`src/rtl/lfu_pkg.sv`:
```
package lfu_pkg;

    localparam int unsigned DATA_W = 32;
    localparam int unsigned CFG_W  = 5;

    // operation codes
    localparam logic OP_GET = 1'b0;
    localparam logic OP_PUT = 1'b1;

    localparam logic [DATA_W-1:0] READ_MISS  = 32'hFFFF_FFFF;
    localparam logic [DATA_W-1:0] COUNT_MAX  = 32'hFFFF_FFFF;
    localparam logic [DATA_W-1:0] COUNT_INIT = 32'd1;
    localparam logic [CFG_W-1:0]  CAP_RESET  = 5'd16;

    // contents of one cache cell
    typedef struct packed {
        logic [DATA_W-1:0] key;
        logic [DATA_W-1:0] value;
        logic [DATA_W-1:0] count;
    } entry_t;

    // search token that walks down the cell row
    typedef struct packed {
        logic              found;
        logic              have;
        logic [DATA_W-1:0] fnd_value;
        logic [DATA_W-1:0] fnd_count;
        logic [DATA_W-1:0] min_count;
    } tok_t;

endpackage

```
`src/rtl/lfu_cell.sv`:
```
// One cache entry. Cells are kept in recency order: cell 0 is the most
// recent and the valid cells are packed at the low end of the row.
module lfu_cell #(
    parameter int IW         = 4,
    parameter int CELL_INDEX = 0
) (
    input  logic                  aclk,
    input  logic                  aresetn,
    // search key, held stable by the controller during a scan
    input  logic [31:0]           key_i,
    // token from the previous cell
    input  logic                  tok_vld_i,
    input  lfu_pkg::tok_t         tok_i,
    input  logic [IW-1:0]         tok_fpos_i,
    input  logic [IW-1:0]         tok_mpos_i,
    // token to the next cell
    output logic                  tok_vld_o,
    output lfu_pkg::tok_t         tok_o,
    output logic [IW-1:0]         tok_fpos_o,
    output logic [IW-1:0]         tok_mpos_o,
    // shift path: contents of the previous cell (new entry for cell 0)
    input  logic                  shift_valid_i,
    input  lfu_pkg::entry_t       shift_entry_i,
    input  logic                  apply_en_i,
    input  logic [IW-1:0]         apply_pos_i,
    // own contents, to the next cell
    output logic                  valid_o,
    output lfu_pkg::entry_t       entry_o
);

    localparam logic [IW-1:0] IDX = IW'(CELL_INDEX);

    logic            valid_reg;
    lfu_pkg::entry_t entry_reg;
    logic            tok_vld_reg;
    lfu_pkg::tok_t   tok_reg;
    logic [IW-1:0]   fpos_reg;
    logic [IW-1:0]   mpos_reg;

    lfu_pkg::tok_t   tok_next;
    logic [IW-1:0]   fpos_next;
    logic [IW-1:0]   mpos_next;

    // key match and running minimum; ties go to the later (less recent) cell
    always_comb begin
        tok_next  = tok_i;
        fpos_next = tok_fpos_i;
        mpos_next = tok_mpos_i;
        if (valid_reg && (entry_reg.key == key_i) && !tok_i.found) begin
            tok_next.found     = 1'b1;
            tok_next.fnd_value = entry_reg.value;
            tok_next.fnd_count = entry_reg.count;
            fpos_next          = IDX;
        end
        if (valid_reg && (!tok_i.have || (entry_reg.count <= tok_i.min_count))) begin
            tok_next.have      = 1'b1;
            tok_next.min_count = entry_reg.count;
            mpos_next          = IDX;
        end
    end

    // token stage
    always_ff @(posedge aclk) begin
        if (!aresetn) begin
            tok_vld_reg <= 1'b0;
        end else begin
            tok_vld_reg <= tok_vld_i;
        end
        tok_reg  <= tok_next;
        fpos_reg <= fpos_next;
        mpos_reg <= mpos_next;
    end

    // entry storage: cells up to the removed position move down by one
    always_ff @(posedge aclk) begin
        if (!aresetn) begin
            valid_reg <= 1'b0;
        end else if (apply_en_i && (IDX <= apply_pos_i)) begin
            valid_reg <= shift_valid_i;
        end
        if (apply_en_i && (IDX <= apply_pos_i)) begin
            entry_reg <= shift_entry_i;
        end
    end

    assign tok_vld_o  = tok_vld_reg;
    assign tok_o      = tok_reg;
    assign tok_fpos_o = fpos_reg;
    assign tok_mpos_o = mpos_reg;
    assign valid_o    = valid_reg;
    assign entry_o    = entry_reg;

endmodule

```
`src/rtl/lfu_ctrl.sv`:
```
// Request sequencer: takes an item, launches the search token, acts on the
// token when it leaves the last cell and holds the result for the output.
module lfu_ctrl #(
    parameter int CAPACITY = 16,
    parameter int IW       = 4,
    parameter int UW       = 5
) (
    input  logic                aclk,
    input  logic                aresetn,
    input  logic                s_valid,
    output logic                s_ready,
    input  logic                s_operation,
    input  logic signed [31:0]  s_lookup_key,
    input  logic signed [31:0]  s_store_value,
    output logic                m_valid,
    input  logic                m_ready,
    output logic                m_hit,
    output logic signed [31:0]  m_read_value,
    output logic                m_evicted,
    input  logic                cfg_wen,
    input  logic [4:0]          cfg_wdata,
    // to the cell row
    output logic [31:0]         search_key,
    output logic                inject,
    input  logic                tail_vld,
    input  lfu_pkg::tok_t       tail_tok,
    input  logic [IW-1:0]       tail_fpos,
    input  logic [IW-1:0]       tail_mpos,
    output logic                apply_en,
    output logic [IW-1:0]       apply_pos,
    output lfu_pkg::entry_t     new_entry
);

    localparam int CW = (UW > lfu_pkg::CFG_W) ? UW : lfu_pkg::CFG_W;

    localparam logic [1:0] ST_IDLE = 2'd0;
    localparam logic [1:0] ST_SCAN = 2'd1;
    localparam logic [1:0] ST_DONE = 2'd2;

    logic [1:0]               state_reg, state_next;
    logic                     start_reg;
    logic                     op_reg;
    logic [31:0]              key_reg;
    logic [31:0]              val_reg;
    logic [lfu_pkg::CFG_W-1:0] cap_reg;
    logic [UW-1:0]            used_reg;
    logic                     res_hit_reg, res_hit_next;
    logic [31:0]              res_rd_reg, res_rd_next;
    logic                     res_ev_reg, res_ev_next;
    logic                     m_valid_reg;
    logic                     m_hit_reg;
    logic [31:0]              m_rd_reg;
    logic                     m_ev_reg;

    logic [CW-1:0]            used_w;
    logic [CW-1:0]            cfg_w;
    logic [CW-1:0]            eff_cap;
    logic                     free_ok;
    logic                     used_inc;
    logic [31:0]              bumped;
    logic                     out_free;

    assign s_ready    = (state_reg == ST_IDLE);
    assign search_key = key_reg;
    assign inject     = start_reg;
    assign out_free   = !m_valid_reg || m_ready;

    // effective capacity and free slot check
    assign used_w  = CW'(used_reg);
    assign cfg_w   = CW'(cap_reg);
    assign eff_cap = (cfg_w < CW'(CAPACITY)) ? cfg_w : CW'(CAPACITY);
    assign free_ok = used_w < eff_cap;

    assign bumped = (tail_tok.fnd_count == lfu_pkg::COUNT_MAX) ?
                    tail_tok.fnd_count : tail_tok.fnd_count + 32'd1;

    // decision when the token leaves the last cell
    always_comb begin
        apply_en     = 1'b0;
        apply_pos    = tail_fpos;
        new_entry    = '{key: key_reg, value: tail_tok.fnd_value, count: bumped};
        used_inc     = 1'b0;
        res_hit_next = 1'b0;
        res_rd_next  = lfu_pkg::READ_MISS;
        res_ev_next  = 1'b0;
        if (op_reg == lfu_pkg::OP_GET) begin
            if (tail_tok.found) begin
                res_hit_next = 1'b1;
                res_rd_next  = tail_tok.fnd_value;
                apply_en     = tail_vld;
            end
        end else if (cap_reg != '0) begin
            if (tail_tok.found) begin
                res_hit_next    = 1'b1;
                apply_en        = tail_vld;
                new_entry.value = val_reg;
            end else begin
                apply_en  = tail_vld;
                new_entry = '{key: key_reg, value: val_reg, count: lfu_pkg::COUNT_INIT};
                if (free_ok) begin
                    apply_pos = used_reg[IW-1:0];
                    used_inc  = tail_vld;
                end else begin
                    apply_pos   = tail_mpos;
                    res_ev_next = 1'b1;
                end
            end
        end
    end

    // sequencer
    always_comb begin
        state_next = state_reg;
        case (state_reg)
            ST_IDLE: begin
                if (s_valid) begin
                    state_next = ST_SCAN;
                end
            end
            ST_SCAN: begin
                if (tail_vld) begin
                    state_next = ST_DONE;
                end
            end
            ST_DONE: begin
                if (out_free) begin
                    state_next = ST_IDLE;
                end
            end
            default: state_next = ST_IDLE;
        endcase
    end

    // control registers
    always_ff @(posedge aclk) begin
        if (!aresetn) begin
            state_reg   <= ST_IDLE;
            start_reg   <= 1'b0;
            cap_reg     <= lfu_pkg::CAP_RESET;
            used_reg    <= '0;
            m_valid_reg <= 1'b0;
        end else begin
            state_reg <= state_next;
            start_reg <= s_valid && s_ready;
            if (cfg_wen) begin
                cap_reg <= cfg_wdata;
            end
            if (used_inc) begin
                used_reg <= used_reg + UW'(1);
            end
            if ((state_reg == ST_DONE) && out_free) begin
                m_valid_reg <= 1'b1;
            end else if (m_ready) begin
                m_valid_reg <= 1'b0;
            end
        end
    end

    // item and result payload
    always_ff @(posedge aclk) begin
        if (s_valid && s_ready) begin
            op_reg  <= s_operation;
            key_reg <= s_lookup_key;
            val_reg <= s_store_value;
        end
        if ((state_reg == ST_SCAN) && tail_vld) begin
            res_hit_reg <= res_hit_next;
            res_rd_reg  <= res_rd_next;
            res_ev_reg  <= res_ev_next;
        end
        if ((state_reg == ST_DONE) && out_free) begin
            m_hit_reg <= res_hit_reg;
            m_rd_reg  <= res_rd_reg;
            m_ev_reg  <= res_ev_reg;
        end
    end

    assign m_valid      = m_valid_reg;
    assign m_hit        = m_hit_reg;
    assign m_read_value = m_rd_reg;
    assign m_evicted    = m_ev_reg;

endmodule

```
`src/rtl/lfu_cache_table.sv`:
```
// LFU cache: a row of CAPACITY cells in recency order, searched by a token
// that moves one cell per cycle and carries the key match and the victim.
// Only one item is in the block at a time: a new item is taken once the
// result of the last one has moved to the output register.
// Reset (aresetn, synchronous, active low) clears all cell valid bits, the
// entry count and the handshake, and sets the capacity register to 16.
module lfu_cache_table #(
    parameter int CAPACITY = 16
) (
    input  logic                aclk,
    input  logic                aresetn,
    input  logic                s_valid,
    output logic                s_ready,
    input  logic                s_operation,
    input  logic signed [31:0]  s_lookup_key,
    input  logic signed [31:0]  s_store_value,
    output logic                m_valid,
    input  logic                m_ready,
    output logic                m_hit,
    output logic signed [31:0]  m_read_value,
    output logic                m_evicted,
    input  logic                cfg_wen,
    input  logic [4:0]          cfg_wdata
);

    localparam int IW = (CAPACITY > 1) ? $clog2(CAPACITY) : 1;
    localparam int UW = $clog2(CAPACITY + 1);

    logic [31:0]      search_key;
    logic             inject;
    logic             apply_en;
    logic [IW-1:0]    apply_pos;
    lfu_pkg::entry_t  new_entry;

    logic             tok_vld  [CAPACITY+1];
    lfu_pkg::tok_t    tok      [CAPACITY+1];
    logic [IW-1:0]    tok_fpos [CAPACITY+1];
    logic [IW-1:0]    tok_mpos [CAPACITY+1];
    logic             cell_valid [CAPACITY];
    lfu_pkg::entry_t  cell_entry [CAPACITY];

    // fresh token at the head of the row
    assign tok_vld[0]  = inject;
    assign tok[0]      = '0;
    assign tok_fpos[0] = '0;
    assign tok_mpos[0] = '0;

    lfu_ctrl #(
        .CAPACITY (CAPACITY),
        .IW       (IW),
        .UW       (UW)
    ) u_ctrl (
        .aclk          (aclk),
        .aresetn       (aresetn),
        .s_valid       (s_valid),
        .s_ready       (s_ready),
        .s_operation   (s_operation),
        .s_lookup_key  (s_lookup_key),
        .s_store_value (s_store_value),
        .m_valid       (m_valid),
        .m_ready       (m_ready),
        .m_hit         (m_hit),
        .m_read_value  (m_read_value),
        .m_evicted     (m_evicted),
        .cfg_wen       (cfg_wen),
        .cfg_wdata     (cfg_wdata),
        .search_key    (search_key),
        .inject        (inject),
        .tail_vld      (tok_vld[CAPACITY]),
        .tail_tok      (tok[CAPACITY]),
        .tail_fpos     (tok_fpos[CAPACITY]),
        .tail_mpos     (tok_mpos[CAPACITY]),
        .apply_en      (apply_en),
        .apply_pos     (apply_pos),
        .new_entry     (new_entry)
    );

    // cell row; cell 0 takes the new or touched entry
    for (genvar i = 0; i < CAPACITY; i++) begin : g_cell
        logic            sh_valid;
        lfu_pkg::entry_t sh_entry;

        if (i == 0) begin : g_head
            assign sh_valid = 1'b1;
            assign sh_entry = new_entry;
        end else begin : g_body
            assign sh_valid = cell_valid[i-1];
            assign sh_entry = cell_entry[i-1];
        end

        lfu_cell #(
            .IW         (IW),
            .CELL_INDEX (i)
        ) u_cell (
            .aclk          (aclk),
            .aresetn       (aresetn),
            .key_i         (search_key),
            .tok_vld_i     (tok_vld[i]),
            .tok_i         (tok[i]),
            .tok_fpos_i    (tok_fpos[i]),
            .tok_mpos_i    (tok_mpos[i]),
            .tok_vld_o     (tok_vld[i+1]),
            .tok_o         (tok[i+1]),
            .tok_fpos_o    (tok_fpos[i+1]),
            .tok_mpos_o    (tok_mpos[i+1]),
            .shift_valid_i (sh_valid),
            .shift_entry_i (sh_entry),
            .apply_en_i    (apply_en),
            .apply_pos_i   (apply_pos),
            .valid_o       (cell_valid[i]),
            .entry_o       (cell_entry[i])
        );
    end

endmodule

```
`config.mk`:
```
export PLATFORM = sky130hd
export DESIGN_NAME = lfu_cache_table
export DESIGN_NICKNAME = d
export VERILOG_FILES = /design/src/rtl/lfu_pkg.sv /design/src/rtl/lfu_cell.sv /design/src/rtl/lfu_ctrl.sv /design/src/rtl/lfu_cache_table.sv
export SDC_FILE = /design/constraint.sdc
export NUM_CORES = 2
export LEC_CHECK = 0
export BUFFER_PORTS_ARGS = -buffer_cell sky130_fd_sc_hd__buf_2
export CAP_MARGIN = 5
export CORE_AREA = 2 2 389 584
export DETAILED_ROUTE_END_ITERATION = 7
export DIE_AREA = 0 0 391 586
export HOLD_SLACK_MARGIN = 0.05
export MAX_ROUTING_LAYER = met4
export PLACE_DENSITY = 0.7
export SLEW_MARGIN = 20
export SYNTH_ARGS = -nofsm -noshare
export SYNTH_HDL_FRONTEND = slang
export SYNTH_SLANG_ARGS = --single-unit
```
`constraint.sdc`:
```
create_clock -name aclk -period 14 [get_ports aclk]
set_input_delay 0 -clock aclk [delete_from_list [all_inputs] [get_ports aclk]]
set_output_delay 0 -clock aclk [all_outputs]
set_load 0.01 [all_outputs]
```
Yosys cells after proc, flatten, opt, wreduce, memory -nomap -nowiden. Cells that the tools add are included.

Input bits: 75. Register bits: 3348.

Reductions and logical operators: 118. Magnitude comparators: 33. Mux-type cells: 59. Bitwise logic cells: 3. Add/sub/neg operators: 2. Equality and inequality tests: 22.

Operators with widths (number): $mux W64 (17); $eq A32 B32 Y1 (16); $mux W32 (16); $le A32 B32 Y1 (15); $logic_and A1 B1 Y1 (65); $add A32 B1 Y32 const B (1); $eq A32 B32 Y1 const B (1); $le A4 B4 Y1 const A (8); $logic_not A1 Y1 (31); $mux W1 (17); $le A3 B4 Y1 const A (4); $logic_or A1 B1 Y1 (16); $mux W4 (4); $le A1 B4 Y1 const A (2); $le A2 B4 Y1 const A (2); $mux W2 (3); $pmux W2 S3 (1); $add A5 B1 Y5 const B (1); $lt A5 B5 Y1 (1); $lt A5 B5 Y1 const B (1); $mux W5 (1); $reduce_bool A5 Y1 (1); $ne A2 B1 Y1 const B (2); $not A1 Y1 (3); 8 further kinds (8).

Depth between registers and ports, before layout.
Depth after elaboration: 9. Depth in mapped cells: 12.

Cells and area by module. A second synthesis with hierarchy kept.

Cell total of the unflattened synthesis: 8224. Area total of the unflattened synthesis: 126273.6 sq um.

By module, submodules not included: lfu_cell at g_cell[11].u_cell ... (cells each 484, area each 7468.4 sq um, instances 2, sequential area each 5044.8 sq um); lfu_cell at g_cell[10].u_cell ... (cells each 482, area each 7465.9 sq um, instances 2, sequential area each 5044.8 sq um); lfu_cell at g_cell[12].u_cell ... (cells each 482, area each 7462.2 sq um, instances 2, sequential area each 5044.8 sq um); lfu_cell at g_cell[0].u_cell (cells each 486, area each 7597.3 sq um, instances 1, sequential area each 5044.8 sq um); lfu_cell at g_cell[14].u_cell (cells each 487, area each 7478.4 sq um, instances 1, sequential area each 5044.8 sq um); lfu_cell at g_cell[5].u_cell (cells each 483, area each 7470.9 sq um, instances 1, sequential area each 5044.8 sq um); lfu_cell at g_cell[13].u_cell (cells each 484, area each 7469.7 sq um, instances 1, sequential area each 5044.8 sq um); lfu_cell at g_cell[3].u_cell (cells each 483, area each 7469.7 sq um, instances 1, sequential area each 5044.8 sq um); lfu_cell at g_cell[7].u_cell (cells each 483, area each 7468.4 sq um, instances 1, sequential area each 5044.8 sq um); lfu_cell at g_cell[1].u_cell (cells each 482, area each 7467.2 sq um, instances 1, sequential area each 5044.8 sq um); lfu_cell at g_cell[6].u_cell (cells each 483, area each 7467.2 sq um, instances 1, sequential area each 5044.8 sq um); lfu_cell at g_cell[4].u_cell (cells each 481, area each 7465.9 sq um, instances 1, sequential area each 5044.8 sq um); lfu_cell at g_cell[2].u_cell (cells each 482, area each 7464.7 sq um, instances 1, sequential area each 5044.8 sq um); lfu_ctrl (cells each 492, area each 6653.9 sq um, instances 1, sequential area each 4274.1 sq um); lfu_cache_table (cells each 2, area each 7.5 sq um, instances 1, sequential area each 0.0 sq um).

Worst setup path before layout. No wires, ideal clock.

Path kind: reg-to-reg. Start: register u_ctrl.op_reg. End: register g_cell[13].u_cell.valid_reg. Path slack: 3.211 ns. Cell stages (with the launch flop): 10. Data required time: 13.675 ns. Buffers on the path: 1. Library setup time: 0.325 ns. Arrival: 10.463 ns. Cells stage by stage: edfxtp_1 clkbuf_1 a21boi_1 o21ai_0 inv_1 nand2_1 inv_1 nand2_1 nor2_1 mux2i_1.

Longest elaborated chain between the ends: 3.

RTL lines: start: declaration (line lfu_ctrl.sv:42) `logic op_reg;`; start signal: assignment (line lfu_ctrl.sv:162) `op_reg <= s_operation;`; $mux W4 (line lfu_ctrl.sv:86) `if (op_reg == lfu_pkg::OP_GET) begin`; $le A4 B4 Y1 (line lfu_cell.sv:78) `end else if (apply_en_i && (IDX <= apply_pos_i)) begin`; $logic_and A1 B1 Y1 * (line lfu_cell.sv:78); end signal: assignment (line lfu_cell.sv:79) `valid_reg <= shift_valid_i;`; end: declaration (line lfu_cell.sv:33) `logic valid_reg;`.

Mark *: on every way between the ends. The rest lies on a longest branch, timed or not. A chain may end at the register's enable or synchronous reset.

Worst setup path after layout.
Start: register u_ctrl.cap_reg[4] (netlist name). End: register g_cell[14].u_cell.entry_reg, in the netlist g_cell[14].u_cell.entry_o[39], enable pin.

Longest elaborated chain between the ends: 9.

RTL lines: start: declaration (line lfu_ctrl.sv:45) `logic [lfu_pkg::CFG_W-1:0] cap_reg;`; start signal: assignment (line lfu_ctrl.sv:139) `cap_reg <= lfu_pkg::CAP_RESET;`; start signal: assignment (line lfu_ctrl.sv:146) `cap_reg <= cfg_wdata;`; $lt A5 B5 Y1 (line lfu_ctrl.sv:71) `assign eff_cap = (cfg_w < CW'(CAPACITY)) ? cfg_w : CW'(CAPACITY);`; $mux W5 (line lfu_ctrl.sv:71); $lt A5 B5 Y1 (line lfu_ctrl.sv:72) `assign free_ok = used_w < eff_cap;`; $mux W4 (line lfu_ctrl.sv:100) `if (free_ok) begin`; $mux W4 (line lfu_ctrl.sv:93) `if (tail_tok.found) begin`; $mux W4 (line lfu_ctrl.sv:92) `end else if (cap_reg != '0) begin`; $mux W4 (line lfu_ctrl.sv:86); $le A4 B4 Y1 (line lfu_cell.sv:81) `if (apply_en_i && (IDX <= apply_pos_i)) begin`; $logic_and A1 B1 Y1 * (line lfu_cell.sv:81); end signal: assignment (line lfu_cell.sv:82) `entry_reg <= shift_entry_i;`; end: declaration (line lfu_cell.sv:34) `lfu_pkg::entry_t entry_reg;`.

Marked as above.

==> results.yml <==
timing:
  finalHoldViolations: 0
  max_freq_mhz: 176
  rsz0062_at_grt: "false"
  finalSetupViolCount: 0
  finalMaxSlewViolations: 0
  period_share_pct: 40.6
  fin_setup_tns_ps: 0
  worst_slew_pin_slew_ps: 1120
  period_needed_ps: 5680
  skew_ps: 49.2
  max-slew-margin-rel_pct: 24.6
final_layout:
  utilization_pct: 61.8
  area_growth_pct: 12.8
  final_cells: 11600
  largest_reg_flops: 1536
  final_nets: 9027
  drive_gt1_share_pct: 25.5
place:
  portBuffers: 110
  dp_hpwl_um: 192000
  dp_cells: 10900
  gp_congestion: 0.993
worst_setup_path:
  cpMaxStageDelayCell: "buf_4"
  critPathMostFrequentCell: "nand2_1"
  crit_chain: "clkinv_1 -> nand2_1 -> ha_1 -> a2111oi_0 -> o21a_1 -> o21ai_0 -> a31oi_1 -> nand2_1 -> inv_4 -> nand2_1 -> nor2_4 -> buf_4 -> buf_4"
  setup.worst_path.class: "reg -> reg"
  cp.arrival_ps: 6150
  end_kind: "flip-flop"
  cp.required_ps: 14460
  start_kind: "flip-flop"
  critPathBufInv: 4
  path_delay_family: "buffers and inverters"
  slowest_delay_ps: 690
  crit_fanout: 50
detailed_routing:
  finalWirelength_um: 267000
  ant_nets: 0
  drc: 0
  via_count: 62100
  drt_iter0_drc: 3743
  wire_per_inst_um: 23.0
  drt_pass1_iterations: 7
  avgViaCountPerCell: 5.34
synth:
  synth.distinct_cells: 62
  syn_area_per_cell_um2: 15.3
  syn_area_mm2: 0.123
  syn_inst: 8028
  synth-seq-cells: 3348
  ys_top_cells_by_area: "edfxtp_1, dfxtp_1, mux2_2"
  synth.most_common_cell: "dfxtp_1"
  ys_top_cells_by_count: "dfxtp_1, edfxtp_1, mux2_2, inv_1, ha_1"
  yosys_most_used_dff: "dfxtp_1"
  ys_seq_area_share_pct: 68.3
  ys_async_sr_fraction_pct: 0
  netlist.area_leader.share_pct: 40.9
  synth_edf_count: 1669
  synth_top_area_cell: "edfxtp_1"
  syn-num-nets: 8589
  yosys_warnings: 0
power_and_ir_drop:
  p_seq_share_pct: 54.8
  powerDensity_mw_per_mm2: 135
  p_leak_nw: 52.3
  swShare_pct: 19.5
  ir_drop_uv: 124
  clockPowerShare_pct: 44.0
  combPwrFrac_pct: 1.2
  power.internal_w: 0.0150
  netSwitchingPower_w: 0.00363
clock_network:
  post_cts_resized: 0
  clock_sinks: 3348
  htree_levels: 5
  cts_hold_buf: 151
  root_buffer: "clkbuf_16"
  clkTransAtPathRegs_ps: 70
  cts_setup_buffers: 0
  cts_buffer_depth: 4
  clkLatencyLatePin_ps: 850
  numCtsBuffers: 302
  cts_tree: "yes"
grt:
  grt_pass1_vias: 65700
  antenna_found_initial: 32
  grt_max_degree: 69
  grt_pass1_wl_um: 402000
  grtUsageTotal_pct: 24.1
  grt_remaining_overflow: 0
floorplanning:
  die_width_um: 391
  ios: 111
  core_area_mm2: 0.224
  start_util_pct: 54.8
  row_count: 213
  die_area_mm2: 0.229
  die_h_um: 586
outcome:
  outcome: "complete, no violations"
min_path:
  hp-class: "reg -> reg"
flow_run:
  maxCapViolCount: 0
==> through the flow <==
step	setup WS [ps]	hold slack, ps	area (um2)	total power (W)
4_1_cts	8270	333	138000	0.0188
6_report	8320	399	138000	0.0186
2_1_floorplan	3210	98.9	123000	0.0105
3_5_place_dp	8250	178	127000	0.0106
3_3_place_gp	8250	176	127000	0.0106
5_1_grt	7960	387	138000	0.0192
==> cell families after synthesis <==
| group | count (synthesis) | share of synthesized area (%) |
|---|---|---|
| AND/OR/NAND/NOR | 996 | 4.60 |
| buffers and inverters | 757 | 2.52 |
| multiplexers | 1427 | 13.1 |
| XOR/XNOR | 543 | 3.88 |
| AO/OA/AOI/OAI | 471 | 2.65 |
| adder cells (fa/ha/maj) | 486 | 4.96 |
| flip-flops | 3348 | 68.3 |
==> placed cells by master, fill, tap and decap left out, types with 126 or more instances in the layout <==
cell	count
dfxtp_1	1679
inv_1	499
a21o_1	191
nand4_1	175
xnor2_1	164
nand2_1	160
and2_1	126
dlygate4sd3_1	151
clkbuf_16	316
mux2_2	1400
edfxtp_1	1669
ha_1	486
xor2_1	379
==> metal layers <==
layer,track usage (%),up-vias,part of all wire [%]
met5,-,-,0
li1,-,29600,-
met3,3.26,599,4.3
met4,11.1,0,5.1
met2,40.3,1403,49
met1,29.1,30400,42
==> area by class of cell <==
cell class / count / area (um2)
Fill cell: 16600 / 85600
Sequential cell: 3348 / 83700
Multi-Input combinational cell: 3923 / 36100
Clock buffer: 411 / 8610
Tap cell: 2902 / 3630
Timing Repair Buffer: 385 / 3010
Inverter: 506 / 1910
Clock inverter: 130 / 1260
Antenna cell: 21 / 52.6
==> final timing paths <==
| path | from | endpoint | slack (ps) | cells after the start |
|---|---|---|---|---|
| worst max-delay path | u_ctrl.cap_reg[4] | g_cell[14].u_cell.entry_o[39] | 8320 | 13 |
| worst max register to register | u_ctrl.cap_reg[4] | g_cell[14].u_cell.entry_o[39] | 8320 | 13 |
| worst min register to register | g_cell[2].u_cell.tok_mpos_o[1] | g_cell[3].u_cell.tok_mpos_o[1] | 400 | 1 |
| worst min-delay path | g_cell[2].u_cell.tok_mpos_o[1] | g_cell[3].u_cell.tok_mpos_o[1] | 400 | 1 |
==> power by group through the flow <==
stage	registers (W)	clock network, W	logic [W]
final	0.0102	0.00821	0.000227
after global routing	0.0102	0.00872	0.000241
after CTS	0.0102	0.00835	0.000226
after detailed placement	0.0104	0	0.000192
after global placement	0.0104	0	0.000188
after floorplan	0.0104	0	0.000113
Power figures use the tool's default switching activity.
